===== src/rtl/rgbhsl_pkg.sv =====
// Shared widths, payload structs and the divider pipeline record for the
// RGB to HSL converter. No dependencies.
`timescale 1ns / 1ps
package rgbhsl_pkg;
	localparam int CHANNEL_BITS = 8;
	localparam int CMAX = (1 << CHANNEL_BITS) - 1;
	// Quotient bits: every result stays below 1024.
	localparam int QB = 10;
	// Dividend width covers 1000 * 2 * CMAX and 720 * delta + delta.
	localparam int DW = CHANNEL_BITS + 11;
	// Divisor width covers 2 * CMAX.
	localparam int VW = CHANNEL_BITS + 1;
	// Signed width for the hue numerator.
	localparam int SW = CHANNEL_BITS + 12;

	typedef struct packed {
		logic [CHANNEL_BITS-1:0] red;
		logic [CHANNEL_BITS-1:0] green;
		logic [CHANNEL_BITS-1:0] blue;
	} pixel_t;

	typedef struct packed {
		logic [8:0] hue_degrees;
		logic [9:0] saturation_tenths;
		logic [9:0] lightness_tenths;
	} hsl_t;

	// One item in flight through the divider chain: three divisions side by side.
	typedef struct packed {
		logic          grey;
		logic [DW-1:0] hue_rem;
		logic [DW-1:0] sat_rem;
		logic [DW-1:0] lit_rem;
		logic [VW-1:0] hue_div;
		logic [VW-1:0] sat_div;
		logic [VW-1:0] lit_div;
		logic [QB-1:0] hue_q;
		logic [QB-1:0] sat_q;
		logic [QB-1:0] lit_q;
	} div_data_t;
endpackage


===== src/rtl/rgbhsl_cell.sv =====
// One cell of the divider chain: settles one quotient bit of the hue,
// saturation and lightness divisions. Depends on rgbhsl_pkg.
`timescale 1ns / 1ps
module rgbhsl_cell #(
	parameter int BIT = 0
) (
	input  logic                   clk,
	input  logic                   arst_n,
	input  logic                   valid_in,
	input  rgbhsl_pkg::div_data_t  data_in,
	output logic                   valid_out,
	output rgbhsl_pkg::div_data_t  data_out
);
	logic [rgbhsl_pkg::DW-1:0] hue_sh, sat_sh, lit_sh;
	rgbhsl_pkg::div_data_t next;
	logic valid_q;
	rgbhsl_pkg::div_data_t data_q;

	assign hue_sh = rgbhsl_pkg::DW'(data_in.hue_div) << BIT;
	assign sat_sh = rgbhsl_pkg::DW'(data_in.sat_div) << BIT;
	assign lit_sh = rgbhsl_pkg::DW'(data_in.lit_div) << BIT;

	always_comb begin
		next = data_in;
		if (data_in.hue_rem >= hue_sh) begin
			next.hue_rem = data_in.hue_rem - hue_sh;
			next.hue_q[BIT] = 1'b1;
		end
		if (data_in.sat_rem >= sat_sh) begin
			next.sat_rem = data_in.sat_rem - sat_sh;
			next.sat_q[BIT] = 1'b1;
		end
		if (data_in.lit_rem >= lit_sh) begin
			next.lit_rem = data_in.lit_rem - lit_sh;
			next.lit_q[BIT] = 1'b1;
		end
	end

	always_ff @(posedge clk or negedge arst_n) begin
		if (!arst_n) begin
			valid_q <= 1'b0;
		end else begin
			valid_q <= valid_in;
		end
	end

	always_ff @(posedge clk) begin
		data_q <= next;
	end

	assign valid_out = valid_q;
	assign data_out  = data_q;
endmodule


===== src/rtl/rgb_to_hsl_converter_core.sv =====
// Top level of the RGB to HSL converter: front end for max, min and the
// numerators, then a chain of rgbhsl_cell stages. Depends on rgbhsl_pkg.
`timescale 1ns / 1ps
// The converter takes one pixel on every clock: busy is always low, so an item
// is accepted whenever start is high. Each result is held on result with done
// high for one cycle, after passing through two front-end register stages and
// ten divider cells, one per quotient bit, which give twelve registers in the
// path. The receiver cannot stall, and none is needed, since results leave in
// order at the input rate.
module rgb_to_hsl_converter_core (
	input  logic               clk,
	input  logic               arst_n,
	input  logic               start,
	output logic               busy,
	input  rgbhsl_pkg::pixel_t pixel,
	output logic               done,
	output rgbhsl_pkg::hsl_t   result
);
	localparam int N = rgbhsl_pkg::CHANNEL_BITS;
	localparam int SW = rgbhsl_pkg::SW;
	localparam int DW = rgbhsl_pkg::DW;
	localparam int VW = rgbhsl_pkg::VW;
	localparam int QB = rgbhsl_pkg::QB;

	logic               vld_s1;
	rgbhsl_pkg::pixel_t pix_s1;
	logic [N-1:0] mx, mn;
	logic [N-1:0] delta;
	logic [N:0]   sum;
	logic signed [SW-1:0] rs, gs, bs, ds, t, num;
	rgbhsl_pkg::div_data_t front;
	logic                  vld_s2;
	rgbhsl_pkg::div_data_t data_s2;
	logic                  vchain [QB+1];
	rgbhsl_pkg::div_data_t dchain [QB+1];

	assign busy = 1'b0;

	always_ff @(posedge clk or negedge arst_n) begin
		if (!arst_n) begin
			vld_s1 <= 1'b0;
			vld_s2 <= 1'b0;
		end else begin
			vld_s1 <= start;
			vld_s2 <= vld_s1;
		end
	end

	always_ff @(posedge clk) begin
		pix_s1  <= pixel;
		data_s2 <= front;
	end

	always_comb begin
		mx = pix_s1.red;
		mn = pix_s1.red;
		if (pix_s1.green > mx) mx = pix_s1.green;
		if (pix_s1.blue > mx) mx = pix_s1.blue;
		if (pix_s1.green < mn) mn = pix_s1.green;
		if (pix_s1.blue < mn) mn = pix_s1.blue;
		delta = mx - mn;
		sum = (N+1)'(mx) + (N+1)'(mn);
		rs = SW'(pix_s1.red);
		gs = SW'(pix_s1.green);
		bs = SW'(pix_s1.blue);
		ds = SW'(delta);
		// Red wins a tie for the maximum, then green.
		if (pix_s1.red == mx) begin
			t = gs - bs;
		end else if (pix_s1.green == mx) begin
			t = (ds <<< 1) + bs - rs;
		end else begin
			t = (ds <<< 2) + rs - gs;
		end
		num = SW'(60) * t;
		if (num < 0) begin
			num = num + SW'(360) * ds;
		end
		front = '0;
		front.grey    = (delta == '0);
		// Round half up: floor((2*num + delta) / (2*delta)).
		front.hue_rem = DW'((num <<< 1) + ds);
		front.hue_div = VW'(delta) << 1;
		front.sat_rem = DW'(delta) * DW'(1000);
		front.sat_div = (sum <= VW'(rgbhsl_pkg::CMAX)) ? sum :
			VW'(2 * rgbhsl_pkg::CMAX) - sum;
		front.lit_rem = DW'(sum) * DW'(1000);
		front.lit_div = VW'(2 * rgbhsl_pkg::CMAX);
	end

	assign vchain[0] = vld_s2;
	assign dchain[0] = data_s2;

	for (genvar i = 0; i < QB; i++) begin : g_cell
		rgbhsl_cell #(.BIT(QB - 1 - i)) u_cell (
			.clk      (clk),
			.arst_n   (arst_n),
			.valid_in (vchain[i]),
			.data_in  (dchain[i]),
			.valid_out(vchain[i+1]),
			.data_out (dchain[i+1])
		);
	end

	assign done = vchain[QB];

	always_comb begin
		result.hue_degrees       = dchain[QB].grey ? 9'd0 : dchain[QB].hue_q[8:0];
		result.saturation_tenths = dchain[QB].grey ? 10'd0 : dchain[QB].sat_q;
		result.lightness_tenths  = dchain[QB].lit_q;
	end

	a_latency: assert property (@(posedge clk) disable iff (!arst_n)
		done |-> $past(start, QB + 2))
		else $error("result without a matching item");
	a_hue_range: assert property (@(posedge clk) disable iff (!arst_n)
		done |-> result.hue_degrees <= 9'd360)
		else $error("hue out of range");
	a_sat_range: assert property (@(posedge clk) disable iff (!arst_n)
		done |-> result.saturation_tenths <= 10'd1000)
		else $error("saturation out of range");
	a_lit_range: assert property (@(posedge clk) disable iff (!arst_n)
		done |-> result.lightness_tenths <= 10'd1000)
		else $error("lightness out of range");
	a_grey: assert property (@(posedge clk) disable iff (!arst_n)
		(done && dchain[QB].grey) |-> result.saturation_tenths == 10'd0)
		else $error("grey pixel with saturation");
endmodule

===== config.mk =====
export PLATFORM = sky130hd
export DESIGN_NAME = rgb_to_hsl_converter_core
export DESIGN_NICKNAME = d
export VERILOG_FILES = /design/src/rtl/rgbhsl_pkg.sv /design/src/rtl/rgbhsl_cell.sv /design/src/rtl/rgb_to_hsl_converter_core.sv
export SDC_FILE = /design/constraint.sdc
export NUM_CORES = 2
export LEC_CHECK = 0
export ABC_AREA = 1
export BUFFER_PORTS_ARGS = -buffer_cell sky130_fd_sc_hd__buf_2
export CORE_UTILIZATION = 54
export DETAILED_ROUTE_END_ITERATION = 10
export GPL_TIMING_DRIVEN = 0
export PLACE_DENSITY = 0.78
export SLEW_MARGIN = 5
export SYNTH_ARGS = -nofsm -noshare
export SYNTH_HDL_FRONTEND = slang
export SYNTH_SLANG_ARGS = --single-unit

===== constraint.sdc =====
create_clock -name clk -period 12.9 [get_ports clk]
set_clock_uncertainty 0.1 [all_clocks]
set_input_delay 0.645 -clock clk [delete_from_list [all_inputs] [get_ports clk]]
set_output_delay 0.645 -clock clk [all_outputs]
set_load 0.03 [all_outputs]

==> impl_results.md <==
* Tot GR Track Use at 19.1%
* RR Endpoint: data_s2[108]$_DFF_P_
* R2R Setup Slk at 0.82 ns
* # port buffers at 56
* Final worst path period need at 12.08 ns
* Grt ovf at 0
* Detailed Route WL at between 70000 and 80000 um
* RePlAce Congestion at 0.918
* # diodes at 0
* Most common library cell in the layout ignoring fill and taps: dfxtp_1
* Finish-stage setup viols at 0
* Slew HR at 44.1%
* CTS tree: yes
* Hold path start: pixel[8]
* FF-to-FF Start: pix_s1[23]$_DFF_P_
* DRC violations left at 0
* CP Launch Type: flop
* Post-detail-place hpwl at 52900 um
* DRT Pass-1 Iters at 6
* Post-synth EDFFs at 0
* Worst skew pair latency at 0.62 ns
* Max clock buf depth at 3
* Sum Neg Setup Slack at 0 ns
* # IOs at 58
* Post-synth net total at 4909
* PnR worst setup slack at 0.818 ns
* Crit share post-route at 93.7%
* Status: finished, final reports clean
* Yosys warns at 0
* WP data arrival at around 12 ns
* Post-DP Area at 40200 um^2
* Worst EP required at 13.29 ns
* Cts bufs inserted at 83
* CP Class: flop to flop
* Initial Utilization at 55.0%
* Die area at 72900 um^2
* M2 GR Usage at between 30% and 40%
* Die X at 270 um
* Chip Height at approximately 270 um
* Reg clk slew, reported paths at 0.06 ns
* Via count at about 28000
* GRT Max-Usage Layer: met2
* Met1 global-route usage at 20.9%
* Post-route cell area at 43600 um^2
* Most frequent cells in the layout: dfxtp_1, inv_1, nand2_1
* Post-synth ARST share at 1.48%
* Top cell by count, worst path: nand2_1
* Reg2Reg Depth at 64
* Seq cells post-synth at 812
* Hold path endpoint: gs[0]$_DFF_P_
* # rows at 97
* Root buffer cell: clkbuf_16
* Pre-CTS setup slack at -1.14 ns
* Crit-path slowest cell: fa_1
* Most used DFF post-synth: dfxtp_1
* Hold crit path type: primary input to flop
* CP max FO at 10
* First-pass GRT wire length at 119000 um
* H-tree Lvls at 3
* Fmax at 82.8 MHz
* Largest net degree at the start of global routing at 16
* Synth Area per Inst at 8.87 um^2
* Post-route ant nets at 0
* Vias per inst at 4.99
* DRT iter0 DRCs at around 1200
* Area delta synth->final at 12.5%
* Max-cap violations at 0
* Vias in the first global route at ~27000
* Core box area at 70500 um^2
* Routing usage on met3 at 2.68%
* Routed len/inst at 12.7 um
* Worst Setup End Kind: flop
* Sequential-to-total area share from yosys stat at 42.1%
* Final hold vios at 0
* Share of cells above drive strength 1 at between 7 and 8%
* Post-Syn Area at 38800 um^2
* Sinks on Clock Net at 812
* Synth cell types at 61
* Hold Path Depth at 1
* Fin nets at slightly above 5000
* Initial antenna violation count at 0
* Gate Count Post-Synth at 4371
* Worst-Margin Slew at 0.818 ns
* Worst path max stage delay at 0.52 ns
* Max Slew Vio Count at 0
==> flip-flops by register name (all words and copies together), names as in the netlist <==
register,flops
g_cell.u_cell.data_out,715
data_s2,61
g_cell.u_cell.valid_out,10
bs,8
gs,8
pix_s1,8
vld_s1,1
vld_s2,1
==> final cells by class <==
| cell class | instances | area (um^2) |
|---|---|---|
| Timing Repair Buffer | 88 | 543 |
| Fill cell | 5722 | 26900 |
| Clock buffer | 121 | 2460 |
| Inverter | 694 | 2620 |
| Buffer | 48 | 274 |
| Tap cell | 940 | 1180 |
| Multi-Input combinational cell | 2818 | 19800 |
| Sequential cell | 812 | 16300 |
| Clock inverter | 35 | 459 |
==> metal layers <==
layer  routed length (um)  share of wire, %
met1                29300                42
met2                36300                52
met3                 2100               3.0
met5                    0                 0
met4                 2660               3.8
==> Yosys cell counts (6+ instances only) <==
library cell	number	area [um^2]
and2_1	9	56.3
nor3_1	58	290
o31ai_1	10	75.1
or2_2	27	169
a211oi_1	17	128
nand2_2	27	169
nor2_1	280	1050
nand3_2	8	80.1
nand4_1	45	282
ha_1	396	4950
a21o_1	17	128
a221oi_1	6	52.6
nand2_4	8	90.1
buf_4	12	90.1
nor4_1	35	219
nand3b_1	14	105
nand3_1	156	781
dfxtp_1	800	16000
a21oi_1	241	1210
xor2_1	214	1870
dfrtp_1	12	300
inv_1	685	2570
o21bai_1	30	225
xnor2_1	111	972
fa_1	115	2300
clkbuf_1	26	97.6
a31oi_1	15	93.8
nand2_1	665	2500
o21ai_0	251	1260
==> critical path, delay by kind of cell (launching register included) <==
kind	cells	cell delay, ns
AOI/OAI and AO/OA	18	3.12
xor gates and xnor gates	2	0.45
adders and majority gates	10	3.84
buffers and inverters	12	1.57
DFF	1	0.43
and+or+nand+nor	22	2.43
==> kinds of logic (layout without fill, tap and decap cells) <==
family | after synthesis | after routing | share of synthesized area [%]
adders and majority gates | 511 | 511 | 18.7
muxes | 1 | 1 | 0.0290
AOI/OAI and AO/OA | 625 | 625 | 8.95
buffers and inverters | 742 | 986 | 7.41
xor gates and xnor gates | 325 | 326 | 7.34
and+or+nand+nor | 1354 | 1354 | 15.4
other | 1 | 1 | 0.00967
DFF | 812 | 812 | 42.1
==> metrics by stage <==
stage | std cells | utilization (%) | hold WS [ns]
6_report | 5556 | 61.9 | 0.0310
5_1_grt | 5556 | 61.9 | 0.000791
4_1_cts | 5541 | 61.6 | 0.0000909
3_5_place_dp | 5367 | 57.0 | 0.212
3_3_place_gp | 5367 | 57.0 | 0.210
2_1_floorplan | 4371 | - | 0.210
==> worst max-delay path by stage <==
| stage | startpoint | end | slack [ns] | cells past startpoint |
|---|---|---|---|---|
| after global placement | pix_s1[23]$_DFF_P_ | data_s2[108]$_DFF_P_ | -1.03 | 61 |
| after detailed placement | pix_s1[23]$_DFF_P_ | data_s2[108]$_DFF_P_ | -1.14 | 59 |
| after global routing | pix_s1[17]$_DFF_P_ | data_s2[109]$_DFF_P_ | -0.07 | 74 |
| final | pix_s1[23]$_DFF_P_ | data_s2[108]$_DFF_P_ | 0.82 | 64 |
| after floorplan | pix_s1[23]$_DFF_P_ | data_s2[108]$_DFF_P_ | 1.41 | 61 |
| after CTS | pix_s1[22]$_DFF_P_ | data_s2[108]$_DFF_P_ | 0.009 | 62 |
==> repair_timing <==
action | 4_1_cts | 5_1_grt
pin swaps | 2 | 6
setup buffers | 9 | 14
hold endpoints to repair | 20 | 0
gates cloned | 0 | 1
hold buffers | 9 | 0
endpoints found under the setup margin | 15 | 15
gates resized for setup | 24 | 34
Power is left out: the tool's default activity adds up to more than one toggle a clock period on the data nets, which glitch-free logic cannot reach.
